$ cat src/hw/rtl/fgpr_pkg.sv
`timescale 1ns / 1ps
`default_nettype none
// ----------------------------------------------------------------------------
// fgpr_pkg
// Shared types, constants and glyph selection for the 5x7 character renderer.
// ----------------------------------------------------------------------------
package fgpr_pkg;

    // Field widths
    localparam int COORD_W  = 10;
    localparam int ORIGIN_W = 16;
    localparam int POS_W    = 12;
    localparam int CODE_W   = 8;
    localparam int COLOR_W  = 16;
    localparam int SIZE_W   = 2;
    localparam int WIDE_W   = 18;   // holds origin + pos * pitch without wrap

    // Stream packing
    localparam int S_TDATA_W = 88;  // 84 bits of fields padded to whole bytes
    localparam int M_TDATA_W = 40;

    // Configuration register indexes
    localparam int CFG_IDX_W = 1;
    localparam logic [CFG_IDX_W-1:0] CFG_SCREEN_WIDTH  = 1'd0;
    localparam logic [CFG_IDX_W-1:0] CFG_SCREEN_HEIGHT = 1'd1;

    localparam logic [COORD_W-1:0] SCREEN_WIDTH_RST  = 10'd240;
    localparam logic [COORD_W-1:0] SCREEN_HEIGHT_RST = 10'd320;

    // Lowest origin accepted in normal mode; a lower one skips the character
    localparam int MIN_ORIGIN_X = -30;
    localparam int MIN_ORIGIN_Y = -7;

    // Glyph geometry
    localparam int GLYPH_COLS  = 5;
    localparam int GLYPH_ROWS  = 7;
    localparam int GLYPH_COUNT = 54;
    localparam int GLYPH_IDX_W = 6;
    localparam int COL_W       = 3;
    localparam int ROW_W       = 3;

    // Glyph groups inside the font memory
    localparam logic [GLYPH_IDX_W-1:0] DIGIT_BASE = 6'd26;
    localparam logic [GLYPH_IDX_W-1:0] SPACE_IDX  = 6'd36;
    localparam logic [GLYPH_IDX_W-1:0] COLON_IDX  = 6'd52;
    localparam logic [GLYPH_IDX_W-1:0] SEMI_IDX   = 6'd53;

    // One glyph: five column bytes, column 0 in the top byte
    typedef logic [8*GLYPH_COLS-1:0] t_glyph_bits;

    typedef struct packed {
        logic                   hit;
        logic [GLYPH_IDX_W-1:0] idx;
    } t_glyph_sel;

    // Map a character code to its font entry; lowercase folds to uppercase
    function automatic t_glyph_sel glyph_lookup(input logic [CODE_W-1:0] code,
                                                input logic dbl);
        t_glyph_sel sel;
        sel.hit = 1'b1;
        sel.idx = SPACE_IDX;
        if (code >= 8'd65 && code <= 8'd90) begin
            sel.idx = GLYPH_IDX_W'(code - 8'd65);
        end else if (code >= 8'd97 && code <= 8'd122) begin
            sel.idx = GLYPH_IDX_W'(code - 8'd97);
        end else if (code >= 8'd48 && code <= 8'd57) begin
            sel.idx = DIGIT_BASE + GLYPH_IDX_W'(code - 8'd48);
        end else if (dbl) begin
            sel.hit = (code == 8'd32);
        end else if (code >= 8'd32 && code <= 8'd47) begin
            sel.idx = SPACE_IDX + GLYPH_IDX_W'(code - 8'd32);
        end else if (code == 8'd58) begin
            sel.idx = COLON_IDX;
        end else if (code == 8'd59) begin
            sel.idx = SEMI_IDX;
        end
        return sel;
    endfunction

endpackage
`default_nettype wire

$ cat src/hw/rtl/font_glyph_to_pixel_renderer_top.sv
`timescale 1ns / 1ps
`default_nettype none
// ----------------------------------------------------------------------------
// font_glyph_to_pixel_renderer_top
// Renders one 5x7 character per input transfer as clipped 1x1 or 2x2
// rectangle writes, column by column and row by row.
// ----------------------------------------------------------------------------
//  channel   direction  tdata (low bit up)                         side band
//  s_axis    in         origin_x, origin_y, char_pos, char_code,   tuser: mode
//                       fore_color, back_color, 4 zero bits
//  m_axis    out        rect_x, rect_y, rect_w, rect_h,             tlast: last
//                       fill_color
//  cfg       in         write enable, index, 10-bit data            -
//
//  A drawn character occupies the cell scan sequencer, one glyph cell per
//  cycle unless a stalled output holds it; a skipped character leaves the
//  setup register unscanned. A write passes setup, scan and output registers.
//  The next character is set up (font memory read included) during the scan.
//  Reset clears all valid flags and loads 240 x 320 into the screen size.
//  A stalled output holds the scan on the current cell.
// ----------------------------------------------------------------------------
module font_glyph_to_pixel_renderer_top (
    input  wire logic                          i_clk,
    input  wire logic                          i_rst_n,
    // input items
    input  wire logic                          i_s_axis_tvalid,
    output logic                               o_s_axis_tready,
    // origin_x, origin_y, char_pos, char_code, fore_color, back_color, pad
    input  wire logic [fgpr_pkg::S_TDATA_W-1:0] i_s_axis_tdata,
    input  wire logic                          i_s_axis_tuser,   // mode
    // rectangle writes
    output logic                               o_m_axis_tvalid,
    input  wire logic                          i_m_axis_tready,
    // rect_x, rect_y, rect_w, rect_h, fill_color
    output logic [fgpr_pkg::M_TDATA_W-1:0]     o_m_axis_tdata,
    output logic                               o_m_axis_tlast,   // last
    // configuration writes
    input  wire logic                          i_cfg_we,
    input  wire logic [fgpr_pkg::CFG_IDX_W-1:0] i_cfg_idx,
    input  wire logic [fgpr_pkg::COORD_W-1:0]  i_cfg_data
);
    import fgpr_pkg::*;

    // Font memory, one glyph per entry, column 0 in the top byte
    localparam t_glyph_bits GLYPH_ROM [GLYPH_COUNT] = '{
        40'h7C1211127C, 40'h7F49494936, 40'h3E41414122, 40'h7F4141221C,
        40'h7F49494941, 40'h7F09090901, 40'h3E4149497A, 40'h7F0808087F,
        40'h00417F4100, 40'h2040413F01, 40'h7F08142241, 40'h7F40404040,
        40'h7F020C027F, 40'h7F0408107F, 40'h3E4141413E, 40'h7F09090906,
        40'h3E4151215E, 40'h7F09192946, 40'h4649494931, 40'h01017F0101,
        40'h3F4040403F, 40'h1F2040201F, 40'h3F4038403F, 40'h6314081463,
        40'h0708700807, 40'h6151494543,
        40'h3E5149453E, 40'h00427F4000, 40'h4261514946, 40'h2141454B31,
        40'h1814127F10, 40'h2745454539, 40'h3C4A494930, 40'h0171090503,
        40'h3649494936, 40'h064949291E,
        40'h0000000000, 40'h00005F0000, 40'h0007000700, 40'h147F147F14,
        40'h242A7F2A12, 40'h2313086462, 40'h3649552250, 40'h0005030000,
        40'h001C224100, 40'h0041221C00, 40'h14083E0814, 40'h08083E0808,
        40'h0050300000, 40'h0808080808, 40'h0060600000, 40'h2010080402,
        40'h0036360000, 40'h0056360000
    };

    // Screen size registers
    logic [COORD_W-1:0] r_sw;
    logic [COORD_W-1:0] r_sh;

    // Setup stage
    logic                      r_b_valid;
    logic                      r_b_skip;
    logic                      r_b_dbl;
    logic signed [WIDE_W-1:0]  r_b_base_x;
    logic signed [WIDE_W-1:0]  r_b_oy;
    logic [COLOR_W-1:0]        r_b_fg;
    logic [COLOR_W-1:0]        r_b_bg;
    t_glyph_bits               r_b_glyph;

    // Scan stage
    logic                      r_c_busy;
    logic [COL_W-1:0]          r_col;
    logic [ROW_W-1:0]          r_row;
    logic                      r_c_dbl;
    logic [COORD_W-1:0]        r_c_x0;
    logic [COORD_W-1:0]        r_c_y0;
    logic [COLOR_W-1:0]        r_c_fg;
    logic [COLOR_W-1:0]        r_c_bg;
    t_glyph_bits               r_c_glyph;
    logic [GLYPH_COLS-1:0]     r_col_ok;
    logic [GLYPH_COLS-1:0]     r_col_cut;
    logic [GLYPH_COLS-1:0]     r_col_last;
    logic [GLYPH_ROWS-1:0]     r_row_ok;
    logic [GLYPH_ROWS-1:0]     r_row_cut;
    logic [GLYPH_ROWS-1:0]     r_row_last;

    // Output register
    logic                      r_o_valid;
    logic [M_TDATA_W-1:0]      r_o_data;
    logic                      r_o_last;

    // Input field views
    logic                      w_in_dbl;
    logic signed [WIDE_W-1:0]  w_in_ox;
    logic signed [WIDE_W-1:0]  w_in_oy;
    logic [POS_W-1:0]          w_in_pos;
    logic [CODE_W-1:0]         w_in_code;
    t_glyph_sel                w_sel;
    logic [ORIGIN_W-1:0]       w_pitch_off;
    logic                      w_origin_bad;
    logic signed [WIDE_W-1:0]  w_sw;
    logic signed [WIDE_W-1:0]  w_sh;

    // Handshake and sequencing
    logic                      w_s_take;
    logic                      w_b_take;
    logic                      w_b_load_c;
    logic                      w_out_free;
    logic                      w_kept;
    logic                      w_step;
    logic                      w_scan_end;

    // Clip masks for the next character
    logic [GLYPH_COLS-1:0]     n_col_ok;
    logic [GLYPH_COLS-1:0]     n_col_cut;
    logic [GLYPH_COLS-1:0]     n_col_last;
    logic [GLYPH_ROWS-1:0]     n_row_ok;
    logic [GLYPH_ROWS-1:0]     n_row_cut;
    logic [GLYPH_ROWS-1:0]     n_row_last;

    // Current cell
    logic [7:0]                w_col_byte;
    logic [COORD_W-1:0]        w_px;
    logic [COORD_W-1:0]        w_py;
    logic [SIZE_W-1:0]         w_rw;
    logic [SIZE_W-1:0]         w_rh;
    logic [COLOR_W-1:0]        w_color;

    assign w_sw = $signed({{(WIDE_W-COORD_W){1'b0}}, r_sw});
    assign w_sh = $signed({{(WIDE_W-COORD_W){1'b0}}, r_sh});

    // Unpack the input transfer
    assign w_in_dbl  = i_s_axis_tuser;
    assign w_in_ox   = WIDE_W'($signed(i_s_axis_tdata[15:0]));
    assign w_in_oy   = WIDE_W'($signed(i_s_axis_tdata[31:16]));
    assign w_in_pos  = i_s_axis_tdata[43:32];
    assign w_in_code = i_s_axis_tdata[51:44];
    assign w_sel     = glyph_lookup(w_in_code, w_in_dbl);

    // Cell pitch times position: 12 = 8 + 4, 6 = 4 + 2
    assign w_pitch_off = w_in_dbl
        ? ORIGIN_W'({w_in_pos, 3'b000}) + ORIGIN_W'({w_in_pos, 2'b00})
        : ORIGIN_W'({w_in_pos, 2'b00})  + ORIGIN_W'({w_in_pos, 1'b0});

    assign w_origin_bad = !w_in_dbl &&
        (w_in_ox >= w_sw || w_in_oy >= w_sh ||
         w_in_ox < $signed(WIDE_W'(MIN_ORIGIN_X)) ||
         w_in_oy < $signed(WIDE_W'(MIN_ORIGIN_Y)));

    // Pipeline handshakes
    assign w_out_free = !r_o_valid || i_m_axis_tready;
    assign w_kept     = r_col_ok[r_col] && r_row_ok[r_row];
    assign w_step     = r_c_busy && (!w_kept || w_out_free);
    assign w_scan_end = w_step && r_col == COL_W'(GLYPH_COLS - 1) &&
                        r_row == ROW_W'(GLYPH_ROWS - 1);
    assign w_b_load_c = r_b_valid && !r_b_skip && (!r_c_busy || w_scan_end);
    assign w_b_take   = (r_b_valid && r_b_skip) || w_b_load_c;
    assign w_s_take   = i_s_axis_tvalid && o_s_axis_tready;

    assign o_s_axis_tready = !r_b_valid || w_b_take;

    // Clip each column and row of the character waiting in setup
    always_comb begin
        logic signed [WIDE_W-1:0] v_off;
        logic signed [WIDE_W-1:0] v_p;
        n_col_ok   = '0;
        n_col_cut  = '0;
        n_col_last = '0;
        n_row_ok   = '0;
        n_row_cut  = '0;
        n_row_last = '0;
        for (int c = 0; c < GLYPH_COLS; c++) begin
            v_off = r_b_dbl ? $signed(WIDE_W'(c * 2)) : $signed(WIDE_W'(c));
            v_p   = r_b_base_x + v_off;
            n_col_ok[c]  = v_p >= $signed(WIDE_W'(0)) && v_p < w_sw;
            n_col_cut[c] = v_p == w_sw - $signed(WIDE_W'(1));
            if (n_col_ok[c]) begin
                n_col_last = GLYPH_COLS'(1) << c;
            end
        end
        for (int r = 0; r < GLYPH_ROWS; r++) begin
            v_off = r_b_dbl ? $signed(WIDE_W'(r * 2)) : $signed(WIDE_W'(r));
            v_p   = r_b_oy + v_off;
            n_row_ok[r]  = v_p >= $signed(WIDE_W'(0)) && v_p < w_sh;
            n_row_cut[r] = v_p == w_sh - $signed(WIDE_W'(1));
            if (n_row_ok[r]) begin
                n_row_last = GLYPH_ROWS'(1) << r;
            end
        end
    end

    // Pick the glyph column under scan
    always_comb begin
        case (r_col)
            3'd0:    w_col_byte = r_c_glyph[39:32];
            3'd1:    w_col_byte = r_c_glyph[31:24];
            3'd2:    w_col_byte = r_c_glyph[23:16];
            3'd3:    w_col_byte = r_c_glyph[15:8];
            3'd4:    w_col_byte = r_c_glyph[7:0];
            default: w_col_byte = '0;
        endcase
    end

    // Form the write for the current cell
    assign w_px = r_c_x0 + (r_c_dbl ? COORD_W'({r_col, 1'b0}) : COORD_W'(r_col));
    assign w_py = r_c_y0 + (r_c_dbl ? COORD_W'({r_row, 1'b0}) : COORD_W'(r_row));
    assign w_rw = (r_c_dbl && !r_col_cut[r_col]) ? SIZE_W'(2) : SIZE_W'(1);
    assign w_rh = (r_c_dbl && !r_row_cut[r_row]) ? SIZE_W'(2) : SIZE_W'(1);
    assign w_color = w_col_byte[r_row] ? r_c_fg : r_c_bg;

    // Apply configuration writes
    always_ff @(posedge i_clk) begin
        if (!i_rst_n) begin
            r_sw <= SCREEN_WIDTH_RST;
            r_sh <= SCREEN_HEIGHT_RST;
        end else if (i_cfg_we) begin
            unique case (i_cfg_idx)
                CFG_SCREEN_WIDTH:  r_sw <= i_cfg_data;
                CFG_SCREEN_HEIGHT: r_sh <= i_cfg_data;
            endcase
        end
    end

    // Control flags
    always_ff @(posedge i_clk) begin
        if (!i_rst_n) begin
            r_b_valid <= 1'b0;
            r_c_busy  <= 1'b0;
            r_col     <= '0;
            r_row     <= '0;
            r_o_valid <= 1'b0;
        end else begin
            if (w_s_take) begin
                r_b_valid <= 1'b1;
            end else if (w_b_take) begin
                r_b_valid <= 1'b0;
            end

            // advance the scan, restart it on a new character
            if (w_b_load_c) begin
                r_c_busy <= 1'b1;
                r_col    <= '0;
                r_row    <= '0;
            end else if (w_scan_end) begin
                r_c_busy <= 1'b0;
            end else if (w_step) begin
                if (r_row == ROW_W'(GLYPH_ROWS - 1)) begin
                    r_row <= '0;
                    r_col <= r_col + COL_W'(1);
                end else begin
                    r_row <= r_row + ROW_W'(1);
                end
            end

            if (w_step && w_kept) begin
                r_o_valid <= 1'b1;
            end else if (i_m_axis_tready) begin
                r_o_valid <= 1'b0;
            end
        end
    end

    // Setup: capture the character and read its glyph from the font memory
    always_ff @(posedge i_clk) begin
        if (w_s_take) begin
            r_b_skip   <= w_origin_bad || !w_sel.hit;
            r_b_dbl    <= w_in_dbl;
            r_b_base_x <= w_in_ox + $signed({{(WIDE_W-ORIGIN_W){1'b0}}, w_pitch_off});
            r_b_oy     <= w_in_oy;
            r_b_fg     <= i_s_axis_tdata[67:52];
            r_b_bg     <= i_s_axis_tdata[83:68];
            r_b_glyph  <= GLYPH_ROM[w_sel.idx];
        end
    end

    // Scan context: hold the glyph, colors and clip masks of the character being drawn
    always_ff @(posedge i_clk) begin
        if (w_b_load_c) begin
            r_c_dbl    <= r_b_dbl;
            r_c_x0     <= r_b_base_x[COORD_W-1:0];
            r_c_y0     <= r_b_oy[COORD_W-1:0];
            r_c_fg     <= r_b_fg;
            r_c_bg     <= r_b_bg;
            r_c_glyph  <= r_b_glyph;
            r_col_ok   <= n_col_ok;
            r_col_cut  <= n_col_cut;
            r_col_last <= n_col_last;
            r_row_ok   <= n_row_ok;
            r_row_cut  <= n_row_cut;
            r_row_last <= n_row_last;
        end
    end

    // Output register payload
    always_ff @(posedge i_clk) begin
        if (w_step && w_kept) begin
            r_o_data <= {w_color, w_rh, w_rw, w_py, w_px};
            r_o_last <= r_col_last[r_col] && r_row_last[r_row];
        end
    end

    assign o_m_axis_tvalid = r_o_valid;
    assign o_m_axis_tdata  = r_o_data;
    assign o_m_axis_tlast  = r_o_last;

endmodule
`default_nettype wire

$ cat config.mk
export PLATFORM = sky130hd
export DESIGN_NAME = font_glyph_to_pixel_renderer_top
export DESIGN_NICKNAME = d
export VERILOG_FILES = /design/src/hw/rtl/fgpr_pkg.sv /design/src/hw/rtl/font_glyph_to_pixel_renderer_top.sv
export SDC_FILE = /design/constraint.sdc
export NUM_CORES = 1
export LEC_CHECK = 0
export ABC_AREA = 1
export BUFFER_PORTS_ARGS = -buffer_cell sky130_fd_sc_hd__buf_2
export CORE_ASPECT_RATIO = 1.2
export CORE_MARGIN = 1.5
export CORE_UTILIZATION = 57
export DETAILED_ROUTE_END_ITERATION = 8
export PLACE_DENSITY = 0.85
export SLEW_MARGIN = 20
export SYNTH_ARGS = -nofsm -noshare
export SYNTH_HDL_FRONTEND = slang
export SYNTH_SLANG_ARGS = --single-unit
$ cat constraint.sdc
create_clock -name i_clk -period 4.11 [get_ports i_clk]
set_input_delay 0.822 -clock i_clk [delete_from_list [all_inputs] [get_ports i_clk]]
set_output_delay 0.822 -clock i_clk [all_outputs]
set_load 0.005 [all_outputs]
==> impl_metrics.toml, run 1 <==
[layout]
stdcell_count = 3778
fillers = 3553
final_area_um2 = 26200
finish.utilization_pct = 64.2
final_common_cell = "nand2_1"
fin_nets = 3551
layout-drive-gt1-share_pct = 10.1
final_cell_mix = "nand2_1, inv_1, nor2_1, edfxtp_1, nand3_1"
synthToLayoutAreaGrowth_pct = 11.0

[synthesis]
ys_types = 56
ys.flop_type = "edfxtp_1"
synth_edf_count = 268
synth_area_leaders = "edfxtp_1, nand2_1, ha_1, xor2_1, nand3_1"
muxShareOfSynthArea_pct = 0.0847
synth_top_cell_by_area = "edfxtp_1"
synth-simple-area-share_pct = 27.4
ys_ff_latch = 297
synth_top_family_by_area = "simple AND/OR/NAND/NOR gates"
synth_top_cell_area_share_pct = 34.1
syn_nets = 3380
synthAdderAreaFrac_pct = 12.7
seq_area_frac_synth_pct = 36.5
synth_compound_gate_area_share_pct = 9.18
yosys_warnings = 0
synthArstFlopShare_pct = 0
synthCells = 3042
syn_area_um2 = 23600
synthXorXnorAreaFrac_pct = 7.27
postSynthAreaPerCell_um2 = 7.77

[route]
first_iter_violations = 2020
routed_wl_um = 70400
final_antenna_net_count = 0
drt_pre_antenna_iters = 6
drcViolationCount = 0
wl_per_cell_um = 18.6
vias = 21600
vias_per_cell = 5.73

[min_path]
hold_end = "r_c_glyph[32]$_DFFE_PP_"
hp-class = "flip-flop to flip-flop"
hold_depth = 0
min_from = "r_b_glyph[32]$_DFFE_PP_"

[clock_network]
clock_latency_ps = 600
cts_tree = "done"
ctsHtreeMaxLevel = 1
cts_made_buffers = 30
clock_path_buffers = 3
clockRootBuffer = "clkbuf_16"
post_cts_buffers = 0
cts_resized = 0
clkSlewWorstSetupHoldPaths_ps = 70
cts.sinks = 297
ctsHoldBuffers = 0

[critical_path]
r2r-end = "r_row_last[0]$_SDFFCE_PP0P_"
required_ps = 4490
path_class = "flip-flop to flip-flop"
ff2ff_setup_slack_ps = 210
arrival_ps = 4280
worst_setup_path_end_kind = "flip-flop"
crit_path_max_fanout = 7
critical_path.startpoint_type = "flip-flop"
r2r_start = "r_b_dbl$_DFFE_PP_"
rr_worst_depth = 16

[timing]
setup_violations = 0
rsz0062_at_grt = "no"
fin_hold_ws_ps = 414
fin_skew_ps = 28.0
layout_setup_ws_ps = 209
finalHoldViolations = 0
fin_crit_ps = 3900
finalMaxSlewViolations = 0
tns_ps = 0
finalCritPeriodShare_pct = 94.9
tightestPinTransition_ps = 979
max_freq_mhz = 256
relSlewSlack_pct = 34.6

[power_and_ir_drop]
comb_power_share_pct = 31.5
p_clk_share_pct = 29.3
power_density_nw_per_um2 = 363
p_total_mw = 9.53
switching_share_pct = 35.1
irDropWorstVdd_mv = 0.358
p_leak_nw = 12.2
intPower_mw = 6.19
p_seq_share_pct = 39.3
switching_power_mw = 3.34

[die]
pin_count = 148
initial_core_util_pct = 57.9
rows = 81
core_um2 = 40800
die_area_um2 = 42700
die_w_um = 189
die-height_um = 226

[placement]
dp.cells = 3720
placed_area_um2 = 25200
dpl_worst_slack_ps = 4.45
gp_congestion = 1.04
io_buffer_count = 143
place_hpwl_um = 55100

[global_route]
grt_overflow = 0
antenna_found_initial = 4
grt_pass1_wl_um = 109000
grt_pass1_vias = 20400
grt_use_total_pct = 32.5
grt_max_degree = 67

[job]
cap_violations = 0

[status]
status = "finished, final reports clean"
==> how the worst max path moves through the flow <==
stage | from | to | slack [ps] | cells after the start
5_1_grt | r_b_dbl$_DFFE_PP_ | r_row_last[0]$_SDFFCE_PP0P_ | 2 | 18
3_5_place_dp | i_s_axis_tdata[34] | r_b_base_x[17]$_DFFE_PP_ | 4 | 22
3_3_place_gp | i_s_axis_tdata[32] | r_b_base_x[17]$_DFFE_PP_ | 80 | 22
4_1_cts | r_b_dbl$_DFFE_PP_ | r_row_last[0]$_SDFFCE_PP0P_ | 40 | 18
6_report | r_b_dbl$_DFFE_PP_ | r_row_last[0]$_SDFFCE_PP0P_ | 210 | 16
2_1_floorplan | r_col[0]$_SDFFE_PP0P_ | r_b_base_x[0]$_DFFE_PP_ | 240 | 9
==> logic make-up after synthesis <==
kind of cell,count (synthesis)
xor+xnor,194
mux,2
flops,297
buf+inv,409
compound gates,388
fa+ha+maj,233
simple gates,1519
==> power by group through the flow <==
stage                     combinational [mW]  clock (mW)  sequential [mW]
after floorplan                         2.17           0             3.70
after global placement                  2.88           0             3.79
after detailed placement                2.92           0             3.80
after CTS                               2.94        2.81             3.74
after global routing                    3.35        2.92             3.76
final                                   3.00        2.79             3.74
==> routing by layer <==
metal  wire, um  track usage [%]  vias up
met5         23                0        -
met4       4260             18.4        4
met3       4930             4.15      268
met2      33700             56.1      997
met1      27400             39.2     9833
li1           -                -    10500
==> synthesized netlist by cell type (23+ instances only) <==
cell,instances
nand2_1,796
inv_1,323
nor2_1,296
edfxtp_1,268
nand3_1,259
ha_1,223
xor2_1,170
a21oi_1,158
o21ai_0,123
nand4_1,55
nor3_1,38
buf_2,29
dfxtp_1,29
o21ai_1,24
xnor2_1,23
==> cell type report <==
cell class                      count  area [um2]  share of cell area [%]
Clock inverter                     18         190                   0.725
Multi-Input combinational cell   2336       13400                    51.0
Tap cell                          539         674                    2.57
Inverter                          348        1320                    5.01
Clock buffer                       38         843                    3.22
Antenna cell                        2        5.00                  0.0191
Timing Repair Buffer              200        1180                    4.50
Sequential cell                   297        8630                    32.9
==> state kept, by name (all words and copies together), names as in the netlist, 16 cells and up <==
signal	flops
o_m_axis_tdata	40
r_b_glyph	35
r_c_glyph	35
r_b_base_x	18
r_b_bg	16
r_b_fg	16
r_b_oy	16
r_c_bg	16
r_c_fg	16
==> worst max-delay path, cell delays in order (launching register included) <==
cell and delay [ps]:
edfxtp_1 340, inv_1 100, ha_1 500, inv_1 110, o21ai_0 400, nand2_1 90
nand2_1 230, xor2_1 140, ha_1 300, nand3_1 90, o2111ai_1 300, o21a_1 170
nor2_1 50, ha_1 250, nor2_1 150, nand3_1 150, nor4_1 310
No activity file was read; power rests on OpenSTA's default activity.
==> inputs of run 2 (changes only) <==
- CORE_UTILIZATION: 57 -> 60
- clock period: 4.11 -> 4.75 ns (I/O delays scaled with it)
==> run 2 against run 1 <==
Effect of this change: sequential power is 13% lower; setup slack better by 320 ps; global-route usage is 3.6 points higher; clock power is 18% lower; non-clock buffer count is 30 lower; core utilization is 2.3 points higher; die area is 4.9% lower; critical endpoint unchanged.
==> impl_metrics.toml, run 2 (synthesized netlist as in run 1, its figures left out) <==
[timing]
tns_ps = 0
finalMaxSlewViolations = 0
tightestPinTransition_ps = 989
fin_hold_ws_ps = 415
finalCritPeriodShare_pct = 89.0
setup_violations = 0
layout_setup_ws_ps = 524
finalHoldViolations = 0
rsz0062_at_grt = "no"
fin_skew_ps = 18.7
fin_crit_ps = 4230
relSlewSlack_pct = 34.0
max_freq_mhz = 237

[placement]
gp_congestion = 1.03
placed_area_um2 = 24900
place_hpwl_um = 57600
dp.cells = 3677
dpl_worst_slack_ps = 453
io_buffer_count = 143

[critical_path]
crit_path_max_fanout = 6
crit_slowest_cell = "edfxtp_1"
critPathLaunch = "r_b_dbl$_DFFE_PP_"
path_class = "flip-flop to flip-flop"
critical_path.startpoint_type = "flip-flop"
required_ps = 5130
r2r-end = "r_row_last[0]$_SDFFCE_PP0P_"
worst-path-buf-inv = 4
cp_top_family = "simple AND/OR/NAND/NOR gates"
ff2ff_setup_slack_ps = 520
arrival_ps = 4610
worst_setup_path_end_kind = "flip-flop"
r2r_start = "r_b_dbl$_DFFE_PP_"
rr_worst_depth = 19
path_cells = "inv_1 -> ha_1 -> inv_1 -> ha_1 -> o21ai_1 -> nand2_1 -> xor2_1 -> inv_1 -> ha_1 -> nand2_1 -> inv_1 -> nand3_1 -> o2111ai_1 -> o21ai_0 -> and3_1 -> ha_1 -> nor2_1 -> nand3_1 -> nor4_1"
max_stage_delay_ps = 410

[die]
initial_core_util_pct = 60.8
core_um2 = 38800
pin_count = 148
die-height_um = 220
rows = 79
die_w_um = 184
die_area_um2 = 40600

[clock_network]
ctsHoldBuffers = 0
ctsHtreeMaxLevel = 1
clock_path_buffers = 3
cts_tree = "done"
post_cts_buffers = 0
cts.sinks = 297
cts_made_buffers = 29
clock_latency_ps = 580
clockRootBuffer = "clkbuf_16"
clkSlewWorstSetupHoldPaths_ps = 60
cts_resized = 0

[global_route]
grtUsageMet2_pct = 63.3
use_met1_pct = 42.1
grt_overflow = 0
grt_use_total_pct = 36.1
grt_max_degree = 67
antenna_found_initial = 3
use_met3_pct = 4.03
grt_pass1_wl_um = 113000
busiest_layer = "met2"
grt_pass1_vias = 21300

[layout]
diodes = 0
final_area_um2 = 25900
fillers = 3324
final_common_cell = "nand2_1"
final_cell_mix = "nand2_1, inv_1, nor2_1, edfxtp_1, nand3_1"
finish.utilization_pct = 66.6
largest_reg_flops = 40
layout-drive-gt1-share_pct = 8.77
stdcell_count = 3731
fin_nets = 3520
synthToLayoutAreaGrowth_pct = 9.42

[route]
routed_wl_um = 73700
drt_pre_antenna_iters = 6
final_antenna_net_count = 0
wl_per_cell_um = 19.8
vias_per_cell = 5.90
drcViolationCount = 0
first_iter_violations = 2126
vias = 22000

[min_path]
hold_end = "r_c_glyph[11]$_DFFE_PP_"
hold_depth = 0
hp-class = "flip-flop to flip-flop"
min_from = "r_b_glyph[11]$_DFFE_PP_"

[power_and_ir_drop]
power_density_nw_per_um2 = 315
p_total_mw = 8.14
p_leak_nw = 12.0
irDropWorstVdd_mv = 0.276

[status]
status = "finished, final reports clean"

[job]
cap_violations = 0
[run 2: worst max path at each step]
stage                                  end  slack, ps  cells after the start
6_report       r_row_last[0]$_SDFFCE_PP0P_        520                     19
5_1_grt        r_row_last[0]$_SDFFCE_PP0P_        180                     19
4_1_cts        r_row_last[0]$_SDFFCE_PP0P_        550                     19
3_5_place_dp      r_b_base_x[17]$_DFFE_PP_        450                     22
3_3_place_gp      r_b_base_x[17]$_DFFE_PP_        520                     22
2_1_floorplan          r_c_bg[0]$_DFFE_PP_        520                      9
[run 2: worst reg2reg max path, stage by stage (launching register included)]
cell,delay [ps]
edfxtp_1,410
inv_1,280
ha_1,270
inv_1,70
ha_1,200
o21ai_1,320
nand2_1,240
xor2_1,240
inv_1,90
ha_1,280
nand2_1,50
inv_1,60
nand3_1,90
o2111ai_1,200
o21ai_0,120
and3_1,200
ha_1,310
nor2_1,190
nand3_1,150
nor4_1,270
[run 2: report_power, final]
| part | internal (mW) | leakage, nW | switching, mW |
|---|---|---|---|
| sequential | 3.08 | 2.74 | 0.191 |
| clock | 1.31 | 0.461 | 0.981 |
| combinational | 0.864 | 8.77 | 1.71 |
| total | 5.26 | 12.0 | 2.88 |
[run 2: routing by layer]
| metal | wire (um) | vias to the layer above | share of wire, % |
|---|---|---|---|
| met5 | 38 | - | 0.052 |
| met1 | 28200 | 10100 | 38 |
| met4 | 5200 | 6 | 7.0 |
| li1 | - | 10500 | - |
| met2 | 35500 | 1066 | 48 |
| met3 | 4850 | 294 | 6.6 |
[run 2: layout make-up]
class	count	area (um2)	share of cell area, %
multi-input cells	2336	13400	51.7
clock inverters	9	123	0.474
repair buffers	170	943	3.65
flip-flops and latches	297	8630	33.4
inverters	348	1310	5.08
well taps	526	658	2.55
clock buffers	45	826	3.19
==> inputs of run 3 (changes only) <==
- CORE_UTILIZATION: 60 -> 58
- PLACE_DENSITY: 0.85 -> 0.83
==> run 3 against run 2 <==
Effect of this change: via count is 0.48% lower; sequential share of layout area is 0.21 points lower; routed wire length is 0.41% lower; first-iteration DRC count is 21% lower; clock-buffer cell count is 10 lower; sequential power hardly changed; setup slack better by 23 ps; final cell count is 0.32% higher; highest routed layer unchanged; global-route usage is 1.5 points lower; combinational power hardly changed; core utilization is 1.4 points lower; flip-flop and latch count stayed put.
==> impl_metrics.toml, run 3 (synthesized netlist as in run 1, its figures left out) <==
[clock_network]
cts_resized = 0
cts_made_buffers = 30
cts.sinks = 297
clkSlewWorstSetupHoldPaths_ps = 70
clock_path_buffers = 3
ctsHoldBuffers = 0
clockRootBuffer = "clkbuf_16"
ctsHtreeMaxLevel = 1
post_cts_buffers = 0
cts_tree = "done"
clock_latency_ps = 580

[critical_path]
path_class = "flip-flop to flip-flop"
worst_setup_path_end_kind = "flip-flop"
critical_path.startpoint_type = "flip-flop"
max_stage_delay_ps = 430
required_ps = 5130
arrival_ps = 4590
cp_top_family = "simple AND/OR/NAND/NOR gates"
crit_path_max_fanout = 13
worst-path-buf-inv = 3
crit_slowest_cell = "ha_1"
path_cells = "buf_4 -> ha_1 -> nand2_1 -> o21ai_1 -> nand2_1 -> xor2_1 -> inv_1 -> ha_1 -> nand2_1 -> inv_1 -> nand3_1 -> o2111ai_1 -> o21ai_0 -> and3_1 -> ha_1 -> nor2_1 -> nand3_1 -> nor4_1"

[global_route]
grt_use_total_pct = 34.6
grt_overflow = 0
grt_pass1_wl_um = 114000
grt_pass1_vias = 21300
antenna_found_initial = 3
grt_max_degree = 86

[layout]
fin_nets = 3524
multi_input_area_um2 = 13400
layout-drive-gt1-share_pct = 9.01
stdcell_count = 3743
layout.area.seq_um2 = 8630
final_common_cell = "nand2_1"
final_area_um2 = 26000
final_cell_mix = "nand2_1, inv_1, nor2_1, edfxtp_1, nand3_1"
fillers = 3343
synthToLayoutAreaGrowth_pct = 10.1
largest_reg_flops = 40

[job]
cap_violations = 0

[power_and_ir_drop]
power_density_nw_per_um2 = 322
irDropWorstVdd_mv = 0.287
p_leak_nw = 12.1

[route]
drcViolationCount = 0
first_iter_violations = 1676
drt_pre_antenna_iters = 8
vias = 21900
routed_wl_um = 73400
final_antenna_net_count = 0
wl_per_cell_um = 19.6
vias_per_cell = 5.85

[die]
initial_core_util_pct = 59.2
die_area_um2 = 42000
rows = 80
pin_count = 148
die_w_um = 187
core_um2 = 39900
die-height_um = 224

[timing]
tns_ps = 0
finalCritPeriodShare_pct = 88.5
layout_setup_ws_ps = 547
finalHoldViolations = 0
tightestPinTransition_ps = 970
fin_hold_ws_ps = 410
finalMaxSlewViolations = 0
max_freq_mhz = 238
fin_skew_ps = 14.7
relSlewSlack_pct = 35.2
fin_crit_ps = 4200
setup_violations = 0
rsz0062_at_grt = "no"

[placement]
gp_congestion = 1.00
placed_area_um2 = 24900
dpl_worst_slack_ps = 489
place_hpwl_um = 57600
io_buffer_count = 143
dp.cells = 3687

[min_path]
hp-class = "flip-flop to flip-flop"

[status]
status = "finished, final reports clean"
run 3: final timing paths:
| kind | start | endpoint | slack [ps] | cells after the start |
|---|---|---|---|---|
| worst max-delay path | r_b_dbl$_DFFE_PP_ | r_row_last[0]$_SDFFCE_PP0P_ | 550 | 18 |
| worst max register to register | r_b_dbl$_DFFE_PP_ | r_row_last[0]$_SDFFCE_PP0P_ | 550 | 18 |
| worst min register to register | r_b_glyph[37]$_DFFE_PP_ | r_c_glyph[37]$_DFFE_PP_ | 410 | 0 |
| worst min-delay path | r_b_glyph[37]$_DFFE_PP_ | r_c_glyph[37]$_DFFE_PP_ | 410 | 0 |
run 3: worst register-to-register path: cells and delay by family, from the launching register on:
family / cells / cell delay [ps]
xor+xnor: 1 / 230
simple gates: 8 / 1370
buf+inv: 3 / 390
compound gates: 3 / 660
flops: 1 / 420
fa+ha+maj: 3 / 950
run 3: final cells by class:
type / instances / area share [%]
multi-input cells: 2336 / 51.3
flip-flops and latches: 297 / 33.2
inverters: 348 / 5.05
repair buffers: 173 / 3.71
clock buffers: 35 / 3.00
well taps: 533 / 2.56
clock inverters: 20 / 1.16
diodes: 1 / 0.00962
run 3: layer usage:
layer	GRT usage [%]	wire (um)	part of all wire (%)
met1	40.1	28100	38
met2	60.4	35400	48
met3	5.28	5130	7.0
met4	20.7	4690	6.4
met5	0	24	0.033
run 3: power by group:
part / switching, mW / internal (mW)
Combinational: 1.72 / 0.864
Clock: 1.02 / 1.52
Sequential: 0.179 / 3.08
run 3: through the flow:
step           total power [mW]  util (%)
3_5_place_dp               5.82      62.4
4_1_cts                    8.35      65.1
5_1_grt                    8.81      65.1
3_3_place_gp               5.74      62.4
2_1_floorplan              5.07         -
6_report                   8.39      65.1
